## config.mk

```make
export PLATFORM = sky130hd
export DESIGN_NAME = move_to_front_list_search
export DESIGN_NICKNAME = d
export VERILOG_FILES = /design/src/rtl/mtf_pkg.sv /design/src/rtl/mtf_cell.sv /design/src/rtl/move_to_front_list_search.sv
export SDC_FILE = /design/constraint.sdc
export NUM_CORES = 1
export LEC_CHECK = 0
export CORE_MARGIN = 2
export CORE_UTILIZATION = 63
export CTS_CLUSTER_SIZE = 14
export DETAILED_ROUTE_END_ITERATION = 6
export DONT_BUFFER_PORTS = 1
export GPL_TIMING_DRIVEN = 0
export PLACE_DENSITY_LB_ADDON = 0.12
export SETUP_SLACK_MARGIN = 0.05
export SYNTH_ARGS = -nofsm -noshare
export SYNTH_HDL_FRONTEND = slang
export SYNTH_SLANG_ARGS = --single-unit
```

## constraint.sdc

```tcl
create_clock -name clk -period 5.5 [get_ports clk]
set_input_delay 0.275 -clock clk [delete_from_list [all_inputs] [get_ports clk]]
set_output_delay 0.275 -clock clk [all_outputs]
set_load 0.02 [all_outputs]
```

## src/rtl/mtf_pkg.sv

```systemverilog
package mtf_pkg;

    localparam int DEPTH     = 16;
    localparam int KEY_WIDTH = 16;
    localparam int COUNT_W   = $clog2(DEPTH + 1);
    localparam int INDEX_W   = $clog2(DEPTH);

    typedef logic [KEY_WIDTH-1:0] key_t;
    typedef logic [COUNT_W-1:0]   count_t;
    typedef logic [INDEX_W-1:0]   index_t;
    typedef logic [3:0]           pos_t;

    typedef enum logic [1:0] {
        CMD_PUSH   = 2'd0,
        CMD_SEARCH = 2'd1,
        CMD_MOVE   = 2'd2
    } cmd_e;

    typedef struct packed {
        logic [1:0]  cmd;
        logic [15:0] key;
    } in_t;

    typedef struct packed {
        logic found;
        pos_t position;
        logic dropped;
    } out_t;

    typedef struct packed {
        logic push;
        logic move;
        logic found;
    } cell_ctrl_t;

    typedef struct packed {
        key_t key;
        logic valid;
        logic seen;
    } link_t;

endpackage

```

## src/rtl/mtf_cell.sv

```systemverilog
module mtf_cell
    import mtf_pkg::*;
(
    input  logic       clk,
    input  logic       valid,
    input  key_t       key,
    input  cell_ctrl_t ctrl,
    input  link_t      prev,
    output link_t      next,
    output logic       first
);

    key_t entry_key_reg;
    key_t entry_key_next;
    logic match;
    logic load;

    assign match = valid && (entry_key_reg == key);
    assign first = match && !prev.seen;

    // take the neighbor's entry on push, or up to the first hit on move
    assign load = (ctrl.push && prev.valid) || (ctrl.move && ctrl.found && !prev.seen);

    assign next.key   = entry_key_reg;
    assign next.valid = valid;
    assign next.seen  = prev.seen || match;

    always_comb
    begin
        entry_key_next = entry_key_reg;
        if (load)
        begin
            entry_key_next = prev.key;
        end
    end

    always_ff @(posedge clk)
    begin
        entry_key_reg <= entry_key_next;
    end

endmodule

```

## src/rtl/move_to_front_list_search.sv

```systemverilog
// Channel | Direction | Handshake             | Beat
// cmd     | in        | cmd_valid / cmd_stall | cmd_beat (cmd, key)
// res     | out       | res_valid / res_stall | res_beat (found, position, dropped)
//
// One result beat per command beat; each passes the command stage, then the result register.
// Compare, first-hit search and list shift run together through the cell row, the shift registered in the cells.
// A new command is taken in the cycle the previous one completes: one per cycle while res is not stalled.
// Reset empties the list at once; entry keys are not cleared.
// A stalled result holds the command stage, which then stalls cmd.
module move_to_front_list_search
    import mtf_pkg::*;
(
    input  logic clk,
    input  logic rst_n,
    input  logic cmd_valid,
    output logic cmd_stall,
    input  in_t  cmd_beat,
    output logic res_valid,
    input  logic res_stall,
    output out_t res_beat
);

    logic       op_valid_reg;
    logic       op_valid_next;
    logic [1:0] op_cmd_reg;
    logic [1:0] op_cmd_next;
    key_t       op_key_reg;
    key_t       op_key_next;
    count_t     count_reg;
    count_t     count_next;
    logic       out_valid_reg;
    logic       out_valid_next;
    out_t       out_beat_reg;
    out_t       out_beat_next;

    logic       done;
    logic       accept;
    logic       full;
    cell_ctrl_t ctrl;
    link_t      links [DEPTH+1];
    logic [DEPTH-1:0] cell_valid;
    logic [DEPTH-1:0] first_vec;
    index_t     hit_index;

    assign full      = (count_reg == count_t'(DEPTH));
    assign done      = op_valid_reg && (!out_valid_reg || !res_stall);
    assign cmd_stall = op_valid_reg && !done;
    assign accept    = cmd_valid && !cmd_stall;

    assign links[0].key   = op_key_reg;
    assign links[0].valid = 1'b1;
    assign links[0].seen  = 1'b0;

    genvar gi;
    generate
        for (gi = 0; gi < DEPTH; gi++)
        begin : g_cell
            assign cell_valid[gi] = (count_t'(gi) < count_reg);

            mtf_cell u_cell (
                .clk   (clk),
                .valid (cell_valid[gi]),
                .key   (op_key_reg),
                .ctrl  (ctrl),
                .prev  (links[gi]),
                .next  (links[gi+1]),
                .first (first_vec[gi])
            );
        end
    endgenerate

    always_comb
    begin
        hit_index = '0;
        for (int i = 0; i < DEPTH; i++)
        begin
            if (first_vec[i])
            begin
                hit_index = hit_index | index_t'(i);
            end
        end
    end

    always_comb
    begin
        ctrl.push  = 1'b0;
        ctrl.move  = 1'b0;
        ctrl.found = links[DEPTH].seen;
        count_next = count_reg;
        out_beat_next = '0;
        if (done)
        begin
            unique case (op_cmd_reg)
                CMD_PUSH:
                begin
                    ctrl.push = 1'b1;
                    out_beat_next.dropped = full;
                    if (!full)
                    begin
                        count_next = count_reg + count_t'(1);
                    end
                end
                CMD_SEARCH:
                begin
                    out_beat_next.found    = links[DEPTH].seen;
                    out_beat_next.position = pos_t'(hit_index);
                end
                CMD_MOVE:
                begin
                    ctrl.move = 1'b1;
                    out_beat_next.found    = links[DEPTH].seen;
                    out_beat_next.position = pos_t'(hit_index);
                end
                default:
                begin
                    out_beat_next = '0;
                end
            endcase
        end
    end

    always_comb
    begin
        op_valid_next  = op_valid_reg && !done;
        op_cmd_next    = op_cmd_reg;
        op_key_next    = op_key_reg;
        out_valid_next = out_valid_reg && res_stall;
        if (accept)
        begin
            op_valid_next = 1'b1;
            op_cmd_next   = cmd_beat.cmd;
            op_key_next   = key_t'(cmd_beat.key);
        end
        if (done)
        begin
            out_valid_next = 1'b1;
        end
    end

    always_ff @(posedge clk or negedge rst_n)
    begin
        if (!rst_n)
        begin
            op_valid_reg  <= 1'b0;
            out_valid_reg <= 1'b0;
            count_reg     <= '0;
        end
        else
        begin
            op_valid_reg  <= op_valid_next;
            out_valid_reg <= out_valid_next;
            count_reg     <= count_next;
        end
    end

    always_ff @(posedge clk)
    begin
        op_cmd_reg <= op_cmd_next;
        op_key_reg <= op_key_next;
        if (done)
        begin
            out_beat_reg <= out_beat_next;
        end
    end

    assign res_valid = out_valid_reg;
    assign res_beat  = out_beat_reg;

    assert property (@(posedge clk) disable iff (!rst_n)
        count_reg <= count_t'(DEPTH))
        else $error("entry count above depth");

    assert property (@(posedge clk) disable iff (!rst_n)
        $onehot0(first_vec))
        else $error("more than one first hit");

    assert property (@(posedge clk) disable iff (!rst_n)
        done && (op_cmd_reg == CMD_PUSH) && !full |=> count_reg == $past(count_reg) + count_t'(1))
        else $error("push did not grow the list");

    assert property (@(posedge clk) disable iff (!rst_n)
        res_valid |-> !(res_beat.found && res_beat.dropped))
        else $error("found and dropped together");

    assert property (@(posedge clk) disable iff (!rst_n)
        done && (op_cmd_reg != CMD_PUSH) |=> count_reg == $past(count_reg))
        else $error("search changed the entry count");

endmodule

```

# After elaboration in Yosys (flattened, before gate mapping)
# Cells that the tools add are included.
# word_totals
out_inout_bits,8
inputBits,22
register_bits,287
# op_classes
add_sub_neg,1
reduce_logical,120
n_eq_ne,19
n_lt_le_gt_ge,16
n_bitwise,1
muxes,20
# op_table
cell,count
$eq A16 B16 Y1,16
$logic_and A1 B1 Y1,66
$lt A4 B5 Y1 const A,8
$logic_or A1 B1 Y1,32
$mux W4,8
$lt A3 B5 Y1 const A,4
$logic_not A1 Y1,19
$mux W3,4
$lt A1 B5 Y1 const A,2
$lt A2 B5 Y1 const A,2
$mux W2,3
$add A5 B1 Y5 const B,1
$eq A5 B5 Y1 const B,1
$mux W1,5
$reduce_and A3 Y1,1
$eq A2 B1 Y1 const B,1
$eq A2 B2 Y1 const B,1
$logic_not A2 Y1,1
$reduce_or A2 Y1,1
$not A1 Y1,1

# Depth between registers and ports, before layout
# logic_depth
depth_word,20
mapped_depth,10
depth_no_buf,8

# Cells and area by module
# A second synthesis with hierarchy kept.
# hier_totals
hier_cells,809
area_unflattened_um2,12475.7
# by_module_without_submodules
module,area_each_um2,instances,cells_per_inst,seq_area_each_um2
mtf_cell,691.9,16,44,480.5
move_to_front_list_search,1405.1,1,105,895.9

# Least setup slack after synthesis
# OpenSTA, ideal clock, no wires.
# synth_path
path_kind,register to register
startpoint,register op_key_reg[4]
endpoint,"register g_cell[6].u_cell.entry_key_reg[0], enable pin"
stages_incl_launch_ff,11
setup_time_ps,416
arrival_time_ps,3489
period_less_slack_ps,3905
slack_ps,1595
path_cell_list,edfxtp_1 buf_4 buf_2 xor2_1 nor4_1 nand3_1 o32ai_1 nor4_1 nor4b_4 a21bo_4 o32ai_1
# synth_via
elab_chain_cells,20
word_cells_on_any_way,51
cone_classes,eq/ne (16); reduce/logical (35)
# synth_rtl
item,line,source
from (decl),move_to_front_list_search.sv:27,key_t op_key_reg;
from (signal assigned),move_to_front_list_search.sv:159,op_key_reg <= op_key_next;
$eq A16 B16 Y1,mtf_cell.sv:18,assign match = valid && (entry_key_reg == key);
$logic_and A1 B1 Y1,mtf_cell.sv:18,
$logic_or A1 B1 Y1 (15 in series),mtf_cell.sv:26,assign next.seen = prev.seen || match;
$logic_and A1 B1 Y1,mtf_cell.sv:22,assign load = (ctrl.push && prev.valid) || (ctrl.move && ctrl.found && !prev.seen);
$logic_and A1 B1 Y1 *,mtf_cell.sv:22,
$logic_or A1 B1 Y1 *,mtf_cell.sv:22,
via g_cell[6].u_cell.load,mtf_cell.sv:16,logic load;
to (signal assigned),mtf_cell.sv:39,entry_key_reg <= entry_key_next;
to (decl),mtf_cell.sv:13,key_t entry_key_reg;
# Mark *: on every way through the listed nets, which the timed path passes. The rest lies on a longest branch.
# A chain may end at the register's enable or synchronous reset.

# Final worst setup path
# layout_path
startpoint,register op_key_reg[0]
endpoint,"register g_cell[3].u_cell.entry_key_reg[7], enable pin"
# layout_via
elab_chain_cells,20
word_cells_on_any_way,51
cone_classes,eq/ne (16); reduce/logical (35)
# layout_rtl
item,line
$eq A16 B16 Y1,mtf_cell.sv:18
$logic_and A1 B1 Y1,mtf_cell.sv:18
$logic_or A1 B1 Y1 (15 in series),mtf_cell.sv:26
$logic_and A1 B1 Y1,mtf_cell.sv:22
$logic_and A1 B1 Y1 *,mtf_cell.sv:22
$logic_or A1 B1 Y1 *,mtf_cell.sv:22
via g_cell[3].u_cell.load,mtf_cell.sv:16
to (signal assigned),mtf_cell.sv:39
to (decl),mtf_cell.sv:13
# Marks and branches as above.

==> metrics.txt <==
Die ar. 20800 µm²; Synth cell types 44; nets 883; die height 144 µm; Core ar. 19400 µm²; DR DRC count 0; DR WL/cell 23.9 µm; Finished Core Util 0.724; Reg clk slew, reported paths 70 ps; Worst-Margin Slew 942 ps; overall overflow remaining after global route 0; most common cell in the netlist edfxtp_1; worst min-delay path category input pin to asynchronous set/reset pin; crit path time final 4140 ps; Routed WL 27400 µm; Clock Latency Late Sink 550 ps; HPWL after DPL 19200 µm; io pins 30; total global-route track usage 0.270; Layout area overhead 13.1%; period utilization 0.753; CTS Buf Count 29; cts repair resizes 0; Starting Density 0.640; FF-to-FF setup slack 1360 ps; total power draw 5.20 mW; Post-synth EDFFs 280; Setup-failing EPs final 0; Synth top area share 0.677; H-tree depth 1; postcts setup bufs 0; peak supply drop 287 µV; Post-synth ARST share 0.0244; RSZ-0062 raised after global routing no; PortBufs 0; Final Hold Vio Count 0; CTS Sinks 287; prevailing post-synth register cell edfxtp_1; final worst clock skew 17.0 ps; Relative slew margins 0.364; Final TNS setup 0 ps; DRT Pass-1 Iters 5; FP Rows 51; largest net degree at the start of global routing 19; clk buf depth 3; Largest register FFs 256; Yosys warning count 0; worst path arrival time 4390 ps; initial antenna violation count 1; Post-Syn Instances 797; LEAKAGE 4.66 nW; Yosys reg bits 287; CTS Root Cell clkbuf_16; Fmax achieved 241 MHz; Diodes inserted 0; most area-consuming cells after synthesis edfxtp_1, xor2_1, xnor2_1, nor4_1, dfrtp_1; Min Hold Slack 55.6 ps; vias after detailed routing 6883; vias per inst 6.02; largest area contributor in the synthesized netlist edfxtp_1; Worst EP required 5750 ps; vias in the first global route 7052; post-synthesis sequential area ratio 0.691; post-route ant nets 0; crit path kind flip-flop to flip-flop; Mapped Nets 823; 1st-iter DRT viols 630; Commonest cells post-synth edfxtp_1, xor2_1, xnor2_1, nor4_1, nand4_1; Avg Inst Size Synth 15.6 µm²; maxcap violations 0; crit path max fanout 12; share of layout cells above drive strength 1 0.121; Routability Congestion 0.845; non-filler cells, final 1144; fin. max-slew vios 0; CP Launch Type flip-flop; die span in x 144 µm; status finished clean; Setup crit end kind flip-flop; Post-Place Cells 1069; P per Cell Area 370 nW/µm²; TritonCTS clock tree built; first-pass GRT wire length 40800 µm; mapped cell area 12400 µm²
-- metrics by stage --
step	cell area [µm²]	worst slack, ps
after detailed placement	12800	1010
after global placement	12700	467
after CTS	14000	998
after global routing	14000	1180
final	14000	1360
after floorplan	12400	1600
-- final timing paths --
check / startpoint / end / depth (start not counted)
hold reg to reg: op_key_reg[14]$_DFFE_PP_ / g_cell[0].u_cell.entry_key_reg[14]$_DFFE_PP_ / 0
max in group asynchronous: rst_n / op_valid_reg$_DFF_PN0_ / 1
hold / removal: rst_n / count_reg[0]$_DFFE_PN0P_ / 1
setup reg to reg: op_key_reg[0]$_DFFE_PP_ / g_cell[3].u_cell.entry_key_reg[7]$_DFFE_PP_ / 11
setup / recovery: op_key_reg[0]$_DFFE_PP_ / g_cell[3].u_cell.entry_key_reg[7]$_DFFE_PP_ / 11
min in group clk: cmd_beat[13] / op_key_reg[13]$_DFFE_PP_ / 1
-- worst max-delay path, stage by stage (launching register included) --
cell	delay, ps
edfxtp_1	380
buf_2	290
buf_2	480
xor2_1	160
nor4_1	210
nand3_1	190
o32ai_1	650
nor4_1	150
nor4b_4	200
a21bo_4	290
o31ai_2	520
buf_4	310
-- layer usage --
metal,vias up,GRT usage,share of wire
met1,3497,0.322,0.38
met4,2,0.115,0.043
met3,87,0.0480,0.055
met5,-,0,0.00048
li1,3044,-,-
met2,253,0.485,0.52
-- cells in the final DEF (no fill, tap or decap), drive strengths merged, types with 2 or more instances in the layout --
master       count
edfxtp         280
xor2           149
xnor2          111
buf             42
nor4            41
clkbuf          41
nand4           26
dlygate4sd3     22
nand2           20
nand3           18
a21oi           11
nor2            10
clkinv          10
inv              8
or2              8
o21ai            8
dfrtp            7
nor3             7
o22ai            6
and2             5
nand2b           5
o21bai           5
ha               4
bufinv           4
o31ai            4
a211oi           3
or3              3
and4             3
and3             3
or4              2
a31oi            2
o32ai            2
-- kinds of logic after synthesis --
logic type               count (synthesis)  synth area share
flip-flops                             287             0.691
AND/OR/NAND/NOR                        155            0.0736
AO/OA/AOI/OAI                           46            0.0243
adder cells (fa/ha/maj)                  4           0.00403
XOR/XNOR                               260             0.183
buffers and inverters                   45            0.0234
-- area by class of cell --
cell class	instances	area [µm²]
Multi-Input combinational cell	465	3610
Sequential cell	287	8580
Tap cell	265	332
Fill cell	1254	5360
Buffer	38	264
Inverter	7	26.3
Clock inverter	15	173
Clock buffer	38	779
Timing Repair Buffer	29	273
-- what timing repair did --
action                                  in CTS  in global routing
hold buffers                                22                  0
hold endpoints to repair                    27                  0
endpoints found under the setup margin       0                  0
-- power by group --
part,internal (mW),switching (mW),total [mW]
Combinational,0.210,0.360,0.571
Clock,1.18,0.796,1.97
Sequential,2.55,0.102,2.65
(Power assumes the default switching activity.)
